===== src/websocket_frame_decoder_macros.svh =====
// Assertion macros shared by the frame decoder modules.
// Each expects signals named clk and rst_n in the module that uses it.
`ifndef WEBSOCKET_FRAME_DECODER_MACROS_SVH
`define WEBSOCKET_FRAME_DECODER_MACROS_SVH

`ifndef SYNTHESIS

`define WSFD_ASSERT_NOW(lbl, ante, cons, msg) \
  lbl: assert property (@(posedge clk) disable iff (!rst_n) (ante) |-> (cons)) \
    else $error(msg);

`define WSFD_ASSERT_NEXT(lbl, ante, cons, msg) \
  lbl: assert property (@(posedge clk) disable iff (!rst_n) (ante) |=> (cons)) \
    else $error(msg);

`else

`define WSFD_ASSERT_NOW(lbl, ante, cons, msg)
`define WSFD_ASSERT_NEXT(lbl, ante, cons, msg)

`endif

`endif


===== src/wsfd_pkg.sv =====
`timescale 1ns / 1ps
`default_nettype none

package wsfd_pkg;

  // Width of the payload length counter; longer lengths saturate.
  localparam int LEN_BITS = 64;

  localparam logic [3:0] OP_CLOSE = 4'h8;
  localparam logic [3:0] OP_PING  = 4'h9;
  localparam logic [3:0] OP_PONG  = 4'hA;

  localparam logic [6:0] LEN7_EXT16 = 7'd126;
  localparam logic [6:0] LEN7_EXT64 = 7'd127;

  localparam int Q_DEPTH = 4;
  localparam int Q_PTR_W = $clog2(Q_DEPTH);
  localparam int Q_CNT_W = $clog2(Q_DEPTH + 1);

  // One result request passed from the parser to the output stage.
  typedef struct packed {
    logic [7:0] raw;
    logic [7:0] key;
    logic [3:0] opcode;
    logic       has_data;
    logic       frame_end;
    logic       pong;
    logic       closed;
  } tok_t;

endpackage

`default_nettype wire


===== src/wsfd_channels.sv =====
`timescale 1ns / 1ps
`default_nettype none

interface wsfd_in_if;
  logic       valid;
  logic       ready;
  logic [7:0] rx_byte;

  modport source (output valid, output rx_byte, input ready);
  modport sink (input valid, input rx_byte, output ready);
endinterface

interface wsfd_out_if;
  logic       valid;
  logic       ready;
  logic [7:0] data_byte;
  logic [3:0] frame_opcode;
  logic       has_data;
  logic       frame_end;
  logic       pong_reply;
  logic       link_closed;

  modport source (output valid, output data_byte, output frame_opcode, output has_data,
                  output frame_end, output pong_reply, output link_closed, input ready);
  modport sink (input valid, input data_byte, input frame_opcode, input has_data,
                input frame_end, input pong_reply, input link_closed, output ready);
endinterface

`default_nettype wire


===== src/websocket_frame_decoder.sv =====
`timescale 1ns / 1ps
`default_nettype none
// Receive-side WebSocket frame decoder.
// The in_if channel takes one received byte per request; the out_if channel
// gives at most one result per input byte: an unmasked payload byte with its
// opcode, an empty-frame marker, or the single close result.
// Both channels use valid/ready; a request moves when both are high.
// Throughput is one byte per cycle while the request queue is not full: the
// header parser updates its state and classifies each byte in the cycle it is accepted.
// A result passes through the four-entry request queue and then the output
// register, where the mask XOR is applied; out_if.valid comes from that
// register.
// When the receiver stalls, results collect in the queue; in_if.ready drops
// only once all four entries are full, and no result is lost.
// Reset (rst_n low, synchronous) returns the parser to the first header byte,
// reopens the link and empties the queue and output register.
// After a close frame every later byte is accepted and dropped until reset.

module websocket_frame_decoder (
  input  logic        clk,
  input  logic        rst_n,
  wsfd_in_if.sink     in_if,
  wsfd_out_if.source  out_if
);
  import wsfd_pkg::*;

  logic in_ready;
  logic q_full;
  logic push;
  tok_t push_tok;
  logic pop_valid;
  logic pop_ready;
  tok_t pop_tok;

  assign in_if.ready = in_ready;

  wsfd_front u_front (
    .clk        (clk),
    .rst_n      (rst_n),
    .in_valid_i (in_if.valid),
    .in_byte_i  (in_if.rx_byte),
    .in_ready_o (in_ready),
    .q_full_i   (q_full),
    .push_o     (push),
    .tok_o      (push_tok)
  );

  wsfd_queue u_queue (
    .clk         (clk),
    .rst_n       (rst_n),
    .push_i      (push),
    .push_tok_i  (push_tok),
    .full_o      (q_full),
    .pop_valid_o (pop_valid),
    .pop_ready_i (pop_ready),
    .pop_tok_o   (pop_tok)
  );

  wsfd_back u_back (
    .clk            (clk),
    .rst_n          (rst_n),
    .pop_valid_i    (pop_valid),
    .pop_ready_o    (pop_ready),
    .pop_tok_i      (pop_tok),
    .out_valid_o    (out_if.valid),
    .out_ready_i    (out_if.ready),
    .data_byte_o    (out_if.data_byte),
    .frame_opcode_o (out_if.frame_opcode),
    .has_data_o     (out_if.has_data),
    .frame_end_o    (out_if.frame_end),
    .pong_reply_o   (out_if.pong_reply),
    .link_closed_o  (out_if.link_closed)
  );

endmodule

`default_nettype wire


===== src/wsfd_front.sv =====
`timescale 1ns / 1ps
`default_nettype none
`include "websocket_frame_decoder_macros.svh"

module wsfd_front (
  input  logic          clk,
  input  logic          rst_n,
  input  logic          in_valid_i,
  input  logic [7:0]    in_byte_i,
  output logic          in_ready_o,
  input  logic          q_full_i,
  output logic          push_o,
  output wsfd_pkg::tok_t tok_o
);
  import wsfd_pkg::*;

  typedef enum logic [2:0] {
    PH_HDR0,
    PH_HDR1,
    PH_EXT,
    PH_MASK,
    PH_PAYLOAD,
    PH_CLOSED
  } phase_t;

  phase_t              phase_r, phase_nxt;
  logic [3:0]          opcode_r, opcode_nxt;
  logic                mask_on_r, mask_on_nxt;
  logic [LEN_BITS-1:0] rem_r, rem_nxt;
  logic [2:0]          hcnt_r, hcnt_nxt;
  logic [31:0]         key_r, key_nxt;
  logic [1:0]          mpos_r, mpos_nxt;

  logic                accept;
  logic                len_done;
  logic                hdr_done;
  logic                len_zero;
  logic                push;
  tok_t                tok;
  logic [6:0]          len7;
  logic [LEN_BITS-1:0] rem_shift;
  logic [7:0]          key_byte;
  logic                last;

  assign in_ready_o = !q_full_i;
  assign accept     = in_valid_i && in_ready_o;
  assign len7       = in_byte_i[6:0];
  assign last       = (rem_r == {{(LEN_BITS-1){1'b0}}, 1'b1});

  // A length byte that would overflow the counter pins it at all ones.
  assign rem_shift = (rem_r[LEN_BITS-1 -: 8] != 8'd0) ? {LEN_BITS{1'b1}}
                                                       : {rem_r[LEN_BITS-9:0], in_byte_i};

  always_comb begin
    unique case (mpos_r)
      2'd0:    key_byte = key_r[31:24];
      2'd1:    key_byte = key_r[23:16];
      2'd2:    key_byte = key_r[15:8];
      default: key_byte = key_r[7:0];
    endcase
  end

  always_comb begin
    phase_nxt   = phase_r;
    opcode_nxt  = opcode_r;
    mask_on_nxt = mask_on_r;
    rem_nxt     = rem_r;
    hcnt_nxt    = hcnt_r;
    key_nxt     = key_r;
    mpos_nxt    = mpos_r;
    len_done    = 1'b0;
    hdr_done    = 1'b0;
    len_zero    = 1'b0;
    push        = 1'b0;
    tok         = '0;
    tok.opcode  = opcode_r;

    unique case (phase_r)
      PH_HDR0: begin
        opcode_nxt = in_byte_i[3:0];
        phase_nxt  = PH_HDR1;
      end
      PH_HDR1: begin
        mask_on_nxt = in_byte_i[7];
        rem_nxt     = '0;
        if (len7 == LEN7_EXT16) begin
          hcnt_nxt  = 3'd1;
          phase_nxt = PH_EXT;
        end else if (len7 == LEN7_EXT64) begin
          hcnt_nxt  = 3'd7;
          phase_nxt = PH_EXT;
        end else begin
          rem_nxt  = {{(LEN_BITS-7){1'b0}}, len7};
          len_done = 1'b1;
          len_zero = (len7 == 7'd0);
        end
      end
      PH_EXT: begin
        rem_nxt = rem_shift;
        if (hcnt_r == 3'd0) begin
          len_done = 1'b1;
          len_zero = (rem_shift == '0);
        end else begin
          hcnt_nxt = hcnt_r - 3'd1;
        end
      end
      PH_MASK: begin
        key_nxt = {key_r[23:0], in_byte_i};
        if (hcnt_r == 3'd0) begin
          hdr_done = 1'b1;
          len_zero = (rem_r == '0);
        end else begin
          hcnt_nxt = hcnt_r - 3'd1;
        end
      end
      PH_PAYLOAD: begin
        mpos_nxt = mpos_r + 2'd1;
        rem_nxt  = rem_r - {{(LEN_BITS-1){1'b0}}, 1'b1};
        if (last) begin
          phase_nxt = PH_HDR0;
        end
        if (opcode_r == OP_CLOSE) begin
          if (last) begin
            push       = 1'b1;
            tok.closed = 1'b1;
            tok.frame_end = 1'b1;
            phase_nxt  = PH_CLOSED;
          end
        end else if (opcode_r != OP_PONG) begin
          push          = 1'b1;
          tok.raw       = in_byte_i;
          tok.key       = mask_on_r ? key_byte : 8'd0;
          tok.has_data  = 1'b1;
          tok.frame_end = last;
          tok.pong      = (opcode_r == OP_PING);
        end
      end
      default: begin
        phase_nxt = PH_CLOSED;
      end
    endcase

    if (len_done) begin
      if (mask_on_nxt) begin
        key_nxt   = '0;
        hcnt_nxt  = 3'd3;
        phase_nxt = PH_MASK;
      end else begin
        hdr_done = 1'b1;
      end
    end

    if (hdr_done) begin
      mpos_nxt = 2'd0;
      if (!len_zero) begin
        phase_nxt = PH_PAYLOAD;
      end else begin
        phase_nxt = PH_HDR0;
        if (opcode_r == OP_CLOSE) begin
          push          = 1'b1;
          tok.closed    = 1'b1;
          tok.frame_end = 1'b1;
          phase_nxt     = PH_CLOSED;
        end else if (opcode_r != OP_PONG) begin
          push          = 1'b1;
          tok.frame_end = 1'b1;
          tok.pong      = (opcode_r == OP_PING);
        end
      end
    end
  end

  always_ff @(posedge clk) begin
    if (!rst_n) begin
      phase_r   <= PH_HDR0;
      opcode_r  <= 4'd0;
      mask_on_r <= 1'b0;
      rem_r     <= '0;
      hcnt_r    <= 3'd0;
      key_r     <= 32'd0;
      mpos_r    <= 2'd0;
    end else if (accept) begin
      phase_r   <= phase_nxt;
      opcode_r  <= opcode_nxt;
      mask_on_r <= mask_on_nxt;
      rem_r     <= rem_nxt;
      hcnt_r    <= hcnt_nxt;
      key_r     <= key_nxt;
      mpos_r    <= mpos_nxt;
    end
  end

  assign push_o = accept && push;
  assign tok_o  = tok;

  `WSFD_ASSERT_NEXT(a_closed_sticky, phase_r == PH_CLOSED, phase_r == PH_CLOSED,
                    "link came back after close")
  `WSFD_ASSERT_NOW(a_close_ends_frame, push_o && tok_o.closed,
                   tok_o.frame_end && !tok_o.has_data, "close request malformed")

endmodule

`default_nettype wire


===== src/wsfd_queue.sv =====
`timescale 1ns / 1ps
`default_nettype none
`include "websocket_frame_decoder_macros.svh"

module wsfd_queue (
  input  logic           clk,
  input  logic           rst_n,
  input  logic           push_i,
  input  wsfd_pkg::tok_t push_tok_i,
  output logic           full_o,
  output logic           pop_valid_o,
  input  logic           pop_ready_i,
  output wsfd_pkg::tok_t pop_tok_o
);
  import wsfd_pkg::*;

  tok_t               slot_r [Q_DEPTH];
  logic [Q_PTR_W-1:0] wr_ptr_r;
  logic [Q_PTR_W-1:0] rd_ptr_r;
  logic [Q_CNT_W-1:0] cnt_r;
  logic               pop;

  assign full_o      = (cnt_r == Q_CNT_W'(Q_DEPTH));
  assign pop_valid_o = (cnt_r != '0);
  assign pop         = pop_valid_o && pop_ready_i;
  assign pop_tok_o   = slot_r[rd_ptr_r];

  always_ff @(posedge clk) begin
    if (push_i) begin
      slot_r[wr_ptr_r] <= push_tok_i;
    end
  end

  always_ff @(posedge clk) begin
    if (!rst_n) begin
      wr_ptr_r <= '0;
      rd_ptr_r <= '0;
      cnt_r    <= '0;
    end else begin
      if (push_i) begin
        wr_ptr_r <= wr_ptr_r + Q_PTR_W'(1);
      end
      if (pop) begin
        rd_ptr_r <= rd_ptr_r + Q_PTR_W'(1);
      end
      if (push_i && !pop) begin
        cnt_r <= cnt_r + Q_CNT_W'(1);
      end else if (pop && !push_i) begin
        cnt_r <= cnt_r - Q_CNT_W'(1);
      end
    end
  end

  `WSFD_ASSERT_NOW(a_no_push_when_full, push_i, !full_o, "request written into full queue")

endmodule

`default_nettype wire


===== src/wsfd_back.sv =====
`timescale 1ns / 1ps
`default_nettype none
`include "websocket_frame_decoder_macros.svh"

module wsfd_back (
  input  logic           clk,
  input  logic           rst_n,
  input  logic           pop_valid_i,
  output logic           pop_ready_o,
  input  wsfd_pkg::tok_t pop_tok_i,
  output logic           out_valid_o,
  input  logic           out_ready_i,
  output logic [7:0]     data_byte_o,
  output logic [3:0]     frame_opcode_o,
  output logic           has_data_o,
  output logic           frame_end_o,
  output logic           pong_reply_o,
  output logic           link_closed_o
);
  import wsfd_pkg::*;

  logic       valid_r;
  logic [7:0] data_r;
  logic [3:0] opcode_r;
  logic       has_data_r;
  logic       frame_end_r;
  logic       pong_r;
  logic       closed_r;
  logic       load;

  // The output register refills whenever it is empty or being taken.
  assign pop_ready_o = !valid_r || out_ready_i;
  assign load        = pop_valid_i && pop_ready_o;

  always_ff @(posedge clk) begin
    if (!rst_n) begin
      valid_r <= 1'b0;
    end else if (pop_ready_o) begin
      valid_r <= pop_valid_i;
    end
  end

  always_ff @(posedge clk) begin
    if (load) begin
      data_r      <= pop_tok_i.has_data ? (pop_tok_i.raw ^ pop_tok_i.key) : 8'd0;
      opcode_r    <= pop_tok_i.opcode;
      has_data_r  <= pop_tok_i.has_data;
      frame_end_r <= pop_tok_i.frame_end;
      pong_r      <= pop_tok_i.pong;
      closed_r    <= pop_tok_i.closed;
    end
  end

  assign out_valid_o    = valid_r;
  assign data_byte_o    = data_r;
  assign frame_opcode_o = opcode_r;
  assign has_data_o     = has_data_r;
  assign frame_end_o    = frame_end_r;
  assign pong_reply_o   = pong_r;
  assign link_closed_o  = closed_r;

  `WSFD_ASSERT_NOW(a_empty_data_zero, valid_r && !has_data_r, data_r == 8'd0,
                   "nonzero data on an empty result")

endmodule

`default_nettype wire


===== src/flat_wrapper.sv =====
// flat-port wrapper written by rule: the top's interface ports become plain ports
module websocket_frame_decoder_flat import wsfd_pkg::*;
  (clk, rst_n, in_if_valid, in_if_rx_byte, in_if_ready, out_if_valid, out_if_data_byte, out_if_frame_opcode, out_if_has_data, out_if_frame_end, out_if_pong_reply, out_if_link_closed, out_if_ready);
  wsfd_in_if in_if_i ();
  wsfd_out_if out_if_i ();
  input  logic clk;
  input  logic rst_n;
  input wire logic [$bits(in_if_i.valid)-1:0] in_if_valid;
  input wire logic [$bits(in_if_i.rx_byte)-1:0] in_if_rx_byte;
  output wire logic [$bits(in_if_i.ready)-1:0] in_if_ready;
  output wire logic [$bits(out_if_i.valid)-1:0] out_if_valid;
  output wire logic [$bits(out_if_i.data_byte)-1:0] out_if_data_byte;
  output wire logic [$bits(out_if_i.frame_opcode)-1:0] out_if_frame_opcode;
  output wire logic [$bits(out_if_i.has_data)-1:0] out_if_has_data;
  output wire logic [$bits(out_if_i.frame_end)-1:0] out_if_frame_end;
  output wire logic [$bits(out_if_i.pong_reply)-1:0] out_if_pong_reply;
  output wire logic [$bits(out_if_i.link_closed)-1:0] out_if_link_closed;
  input wire logic [$bits(out_if_i.ready)-1:0] out_if_ready;
  assign in_if_i.valid = in_if_valid;
  assign in_if_i.rx_byte = in_if_rx_byte;
  assign in_if_ready = in_if_i.ready;
  assign out_if_valid = out_if_i.valid;
  assign out_if_data_byte = out_if_i.data_byte;
  assign out_if_frame_opcode = out_if_i.frame_opcode;
  assign out_if_has_data = out_if_i.has_data;
  assign out_if_frame_end = out_if_i.frame_end;
  assign out_if_pong_reply = out_if_i.pong_reply;
  assign out_if_link_closed = out_if_i.link_closed;
  assign out_if_i.ready = out_if_ready;
  websocket_frame_decoder u_core (.clk(clk), .rst_n(rst_n), .in_if(in_if_i), .out_if(out_if_i));
endmodule

===== config.mk =====
export PLATFORM = sky130hd
export DESIGN_NAME = websocket_frame_decoder_flat
export DESIGN_NICKNAME = d
export VERILOG_FILES = /design/src/wsfd_pkg.sv /design/src/wsfd_channels.sv /design/src/websocket_frame_decoder.sv /design/src/wsfd_front.sv /design/src/wsfd_queue.sv /design/src/wsfd_back.sv /design/src/flat_wrapper.sv
export VERILOG_INCLUDE_DIRS = /design/src /design/src/src
export SDC_FILE = /design/constraint.sdc
export NUM_CORES = 1
export LEC_CHECK = 0
export BUFFER_PORTS_ARGS = -buffer_cell sky130_fd_sc_hd__buf_2
export CAP_MARGIN = 25
export CELL_PAD_IN_SITES_DETAIL_PLACEMENT = 1
export CELL_PAD_IN_SITES_GLOBAL_PLACEMENT = 1
export CORE_UTILIZATION = 24
export CTS_CLUSTER_DIAMETER = 30
export CTS_CLUSTER_SIZE = 14
export DETAILED_ROUTE_END_ITERATION = 6
export GPL_TIMING_DRIVEN = 0
export PLACE_DENSITY_LB_ADDON = 0.1
export SLEW_MARGIN = 20
export SYNTH_ARGS = -nofsm -noshare
export SYNTH_HDL_FRONTEND = slang
export SYNTH_SLANG_ARGS = --single-unit

===== constraint.sdc =====
create_clock -name clk -period 10 [get_ports clk]
set_clock_uncertainty 0.2 [all_clocks]
set_input_delay 0.5 -clock clk [delete_from_list [all_inputs] [get_ports clk]]
set_output_delay 0.5 -clock clk [all_outputs]
set_load 0.05 [all_outputs]

# --- Yosys cells after proc, flatten, opt, wreduce, memory -nomap -nowiden ---
# Memories as Yosys holds them, arrays and structs flattened. A register that Yosys moved wholly into a read port is not among the register bits.
# Index checks and enable logic that the tools add are counted.
op_classes:
  addsub: 7
  mul: 0
  n_div: 0
  order_cmp: 0
  n_eq_ne: 13
  shifts: 0
  n_mux: 70
  bitwise: 1
  n_reduce_logical: 25
ops:
  columns: ["operator", "count"]
  rows:
  - ["64-bit case mux with 3 select lines", 1]
  - ["64-bit zero test", 2]
  - ["32-bit 2-to-1 mux", 3]
  - ["64-bit by 1-bit equality test with 1-bit output, second input constant", 1]
  - ["64-bit 2-to-1 mux", 1]
  - ["64-bit by 1-bit subtractor with 64-bit output, second input constant", 1]
  - ["3-bit 2-to-1 mux", 20]
  - ["16-bit 2-to-1 mux", 3]
  - ["1-bit 2-to-1 mux", 28]
  - ["8-bit case mux with 3 select lines", 1]
  - ["7-bit equality test, second input constant", 2]
  - ["7-bit 2-to-1 mux", 2]
  - ["3-bit case mux with 4 select lines", 1]
  - ["2-bit 2-to-1 mux", 5]
  - ["4-bit equality test, second input constant", 2]
  - ["8-bit 2-to-1 mux", 1]
  - ["8-bit nonzero test", 1]
  - ["8-bit bitwise XOR", 1]
  - ["7-bit zero test", 1]
  - ["2-bit by 1-bit adder with 2-bit output, second input constant", 3]
  - ["3-bit by 2-bit equality test with 1-bit output, second input constant", 2]
  - ["3-bit equality test, second input constant", 2]
  - ["3-bit zero test", 2]
  - ["3-bit case mux with 2 select lines", 1]
  - ["17 further kinds", 29]
totals:
  register_bits: 133
  latch_bits: 0
  ram_bits: 96
  mem_bits_ro: 0
  n_memories: 1
memory_table:
  columns: ["name", "words", "word_bits", "read_ports", "rd_ports_with_merged_regs", "write_ports", "line_no", "text"]
  rows:
  - ["u_core.u_queue.slot_r", 4, 24, 1, 1, 1, "wsfd_queue.sv:17", "tok_t slot_r [Q_DEPTH];"]

# --- Longest topological paths before layout ---
depth:
  depth_word: 13
  ltp_mapped: 15
  ltp_nobuf: 14

# --- By module ---
# Synthesis repeated with hierarchy kept, for this count alone.
hier_totals:
  cells_unflattened: 1163
  area_unflattened_um2: 11442.2
by_module_without_submodules:
  columns: ["mod", "n_inst", "cells_each", "area_per_inst_um2", "seq_area_each_um2"]
  rows:
  - ["wsfd_front", 1, 957, 6806.5, 2182.1]
  - ["wsfd_queue", 1, 169, 3980.1, 3062.9]
  - ["wsfd_back", 1, 37, 655.6, 500.5]

# --- Least setup slack after synthesis ---
# OpenSTA, ideal clock, no wires.
synth_timing:
  path_type: "register to register"
  from: "register u_core.u_front.rem_r[18]"
  to: "register u_core.u_queue.cnt_r[2]"
  arrival_time_ns: 3.383
  required_ns: 9.730
  slack_ns: 6.347
  path_stages_with_launch: 14
  n_path_buf: 1
  period_less_slack_ns: 3.653
  cell_sequence: "dfxtp_1 > clkbuf_1 > or3_1 > nor4_1 > and4_1 > and3_1 > a31oi_1 > a31oi_2 > ha_1 > inv_1 > fa_1 > xor2_1 > or3_1 > a21oi_1"
synth_between:
  elab_chain_len: 12
synth_rtl:
  columns: ["item", "line_no", "text"]
  rows:
  - ["start: declaration", "wsfd_front.sv:29", "logic [LEN_BITS-1:0] rem_r, rem_nxt;"]
  - ["start signal: assignment", "wsfd_front.sv:186", "rem_r <= rem_nxt;"]
  - ["64-bit by 1-bit equality test with 1-bit output", "wsfd_front.sv:48", "assign last = (rem_r == {{(LEN_BITS-1){1'b0}}, 1'b1});"]
  - ["1-bit 2-to-1 mux", "wsfd_front.sv:123", "if (last) begin"]
  - ["1-bit 2-to-1 mux", "wsfd_front.sv:122", "if (opcode_r == OP_CLOSE) begin"]
  - ["1-bit 2-to-1 mux", "wsfd_front.sv:78", "unique case (phase_r)"]
  - ["1-bit 2-to-1 mux", "wsfd_front.sv:164", "end else if (opcode_r != OP_PONG) begin"]
  - ["1-bit 2-to-1 mux", "wsfd_front.sv:159", "if (opcode_r == OP_CLOSE) begin"]
  - ["1-bit 2-to-1 mux", "wsfd_front.sv:155", "if (!len_zero) begin"]
  - ["1-bit 2-to-1 mux (*)", "wsfd_front.sv:153", "if (hdr_done) begin"]
  - ["1-bit logical AND (*)", "wsfd_front.sv:193", "assign push_o = accept && push;"]
  - ["named net u_core.push", "websocket_frame_decoder.sv:29", "logic push;"]
  - ["1-bit zero test", "wsfd_queue.sv:48", "end else if (pop && !push_i) begin"]
  - ["1-bit logical AND", "wsfd_queue.sv:48", null]
  - ["2-bit nonzero test (no line)", null, null]
  - ["end signal: assignment", "wsfd_queue.sv:47", "cnt_r <= cnt_r + Q_CNT_W'(1);"]
  - ["end signal: assignment", "wsfd_queue.sv:49", "cnt_r <= cnt_r - Q_CNT_W'(1);"]
  - ["end: declaration", "wsfd_queue.sv:20", "logic [Q_CNT_W-1:0] cnt_r;"]
# Mark *: on every way through the listed nets, which the timed path passes. The rest lies on a longest branch.
# A chain may end at the register's enable or synchronous reset.

# --- Final worst setup path ---
# Same ends and word-level chain as after synthesis.

==> run_results.csv <==
group,metric,value,unit
grt,grt_pass1_wl,66600,um
routing,drt_iter0_drc,625,
routing,drc,0,
critical_path,required,10.29,ns
clocking,cts_root_buf,"clkbuf_16",
grt,grtUsageTotal,0.190,
critical_path,r2r-start,"u_core.u_front.rem_r[18]$_SDFFE_PN0P_",
clocking,post_cts_buffers,0,
grt,grt_max_degree,25,
critical_path,cp-start-kind,"flop",
floorplan,die_w,218,um
cells_and_area,syn_to_final_growth,31.1,%
cells_and_area,drive_gt1_frac,0.142,
routing,vias_per_cell,5.11,
grt,antenna_found_initial,0,
power,p_per_area,314,nW/um^2
yosys,synth_area_leaders,"edfxtp_1 30%, dfxtp_1 21%, a21oi_1 5.8%",
cells_and_area,final-seq-area,5750,um^2
sta,fin_crit,4.55,ns
run_status,outcome,"finished clean",
sta,relSlewSlack,0.308,
clocking,clk_pin_slew,0.03,ns
place,dp_hpwl,29900,um
grt,grt_pass1_vias,10300,
yosys,synth_top_area_cell,"edfxtp_1",
clocking,clock_sinks,231,
floorplan,core_area,45700,um^2
critical_path,worst-path-max-fanout,8,
clocking,cts_resized,0,
hold_path,holdCritStartpoint,"out_if_ready",
cells_and_area,finish.instance_area,14700,um^2
floorplan,initial_core_util,0.245,
routing,drt-total-wl,44100,um
place,gp_congestion,0.793,
power,vdd_drop_max,0.000143,V
routing,ant_nets,0,
place,numPortBuffers,29,
sta,fmax,220,MHz
cells_and_area,nNetsFinal,1289,
cells_and_area,final_cell_mix,"129 x a21oi_1, 120 x nand2_1, 119 x nor2_1, 119 x dfxtp_1, 112 x edfxtp_1",
yosys,synth-edff-count,112,
hold_path,hold_depth,4,
sta,finalHoldViolations,0,
floorplan,die-area,47500,um^2
yosys,syn_inst,1151,
cells_and_area,layout_commonest_cell,"a21oi_1",
cells_and_area,insertedDiodeCount,0,
routing,vias,9819,
sta,setup_tns,0,ns
floorplan,die_height,218,um
clocking,cts_tree,"done",
power,cellLeakagePower,0.00507,uW
critical_path,critical_path.startpoint,"u_core.u_front.rem_r[18]$_SDFFE_PN0P_",
critical_path,r2r_cells,13,
yosys,yosys_warnings,0,
grt,gr-total-overflow,0,
clocking,h-tree-depth,3,
yosys,syn_avg_cell_area,9.73,um^2
floorplan,fp-row-count,78,
yosys,synthFlopType,"dfxtp_1",
critical_path,critical_path.endpoint_type,"flop",
routing,first_pass_iters,5,
hold_path,hp-class,"input pin to flop",
sta,worst_pin_slew,1.04,ns
cells_and_area,multi_input_area,5100,um^2
clocking,clk_path_buf_depth,3,
yosys,synth_cell_types,79,
critical_path,cp.arrival,4.84,ns
clocking,hold_buffers,0,
sta,setup_viol,0,
yosys,syn-cell-area,11200,um^2
critical_path,worstSetupPathType,"flop to flop",
yosys,ys_seq_area_frac,0.513,
sta,final_min_period_over_clock_period,0.455,
sta,rsz0062_at_grt,"no",
sta,drv_slew,0,
yosys,synthArstFlopShare,0,
floorplan,ioPinCount,30,
yosys,synth_top_area_share,0.300,
yosys,synth_nets,1178,
yosys,ys_ff_latch,231,
cells_and_area,fillerInstances,5178,
routing,wl_per_cell,22.9,um
clocking,clk_latency,0.60,ns
clocking,cts_buffers,76,
job,maxCapViolations,0,
place,placed_area,12200,um^2
cell families (layout without fill, tap and decap cells):
logic type               count (synthesis)  in the layout  share of synthesized area
AND/OR/NAND/NOR                        421            421                      0.182
AO/OA/AOI/OAI                          319            319                      0.181
flip-flops                             231            231                      0.513
buffers and inverters                   99            271                     0.0344
XOR/XNOR                                38             38                     0.0297
multiplexers                            28             28                     0.0420
adder cells (fa/ha/maj)                 15             15                     0.0174
per-layer routing:
layer,GRT usage,wire [um],vias up
li1,-,-,4566
met1,0.247,20500,4922
met2,0.304,20200,252
met3,0.0388,2190,79
met4,0.0804,1210,0
met5,0,0,-
synth_stat cells (6+ instances only):
cell	n
inv_1	23
a31oi_1	13
a21oi_1	130
nand3_1	19
nand2b_1	7
and2_1	10
a211oi_1	13
a211o_1	8
xnor2_1	34
mux2i_1	11
a21o_1	6
o22ai_1	10
a221oi_1	14
dfxtp_1	119
clkbuf_1	67
and3_1	18
edfxtp_1	112
mux4_2	15
nor2_1	119
nand4_1	12
or3_1	15
ha_1	14
o21ai_0	52
nor4_1	21
a22oi_1	8
a222oi_1	8
nor3_1	47
nand2_1	120
a221o_1	7
path summary, 6_finish.rpt:
kind                                            endpoint  slack (ns)
setup / recovery    u_core.u_queue.cnt_r[2]$_SDFFE_PN0P_        5.45
hold / removal    u_core.u_back.out_valid_o$_SDFFE_PN0N_        0.06
setup reg to reg    u_core.u_queue.cnt_r[2]$_SDFFE_PN0P_        5.45
hold reg to reg    u_core.u_front.key_r[28]$_SDFFE_PN0P_        0.26
critical path: stages (launching register included):
cell      delay, ns
dfxtp_1        0.28
clkbuf_1       0.20
or3_1          0.49
nor4_1         0.50
and4_1         0.45
and3_1         0.33
a31oi_1        0.22
a31oi_2        0.42
ha_1           0.25
inv_1          0.07
fa_1           0.43
xor2_1         0.16
or3_1          0.31
a21oi_1        0.15
stage by stage:
step	cells	setup slack, ns	util	hold slack (ns)	total power [uW]
final	1923	5.45	0.321	0.0557	4600
after global routing	1923	5.28	0.321	0.0536	4820
after CTS	1922	5.49	0.321	0.0317	4660
after detailed placement	1783	5.54	0.266	0.251	2300
after global placement	1780	5.25	0.265	0.243	2270
after floorplan	1151	6.35	-	0.236	1900
registers in the layout, summed over array words and instances, names as in the netlist, 2 cells and up, named ones only:
name and cells:
u_core.u_queue.wr_ptr_r 2, u_core.u_back.data_byte_o 8, u_core.u_front.phase_r 3, u_core.u_back.frame_opcode_o 4, u_core.u_queue.rd_ptr_r 2, u_core.u_front.hcnt_r 3
u_core.u_front.key_r 32, u_core.u_front.mpos_r 2, u_core.u_front.opcode_r 4, u_core.u_front.rem_r 64, u_core.u_queue.cnt_r 3, u_core.u_queue.slot_r 96
power breakdown:
part,switching [uW],internal [uW]
sequential,79.1,1100
combinational,782,330
clock,681,1640
area by class of cell:
class,instances,share of cell area
Tap cell,600,0.0511
Clock buffer,111,0.144
Clock inverter,28,0.0272
Buffer,75,0.0201
Sequential cell,231,0.391
Multi-Input combinational cell,821,0.347
Inverter,24,0.00613
Timing Repair Buffer,33,0.0131
No activity file was read; power rests on OpenSTA's default activity.
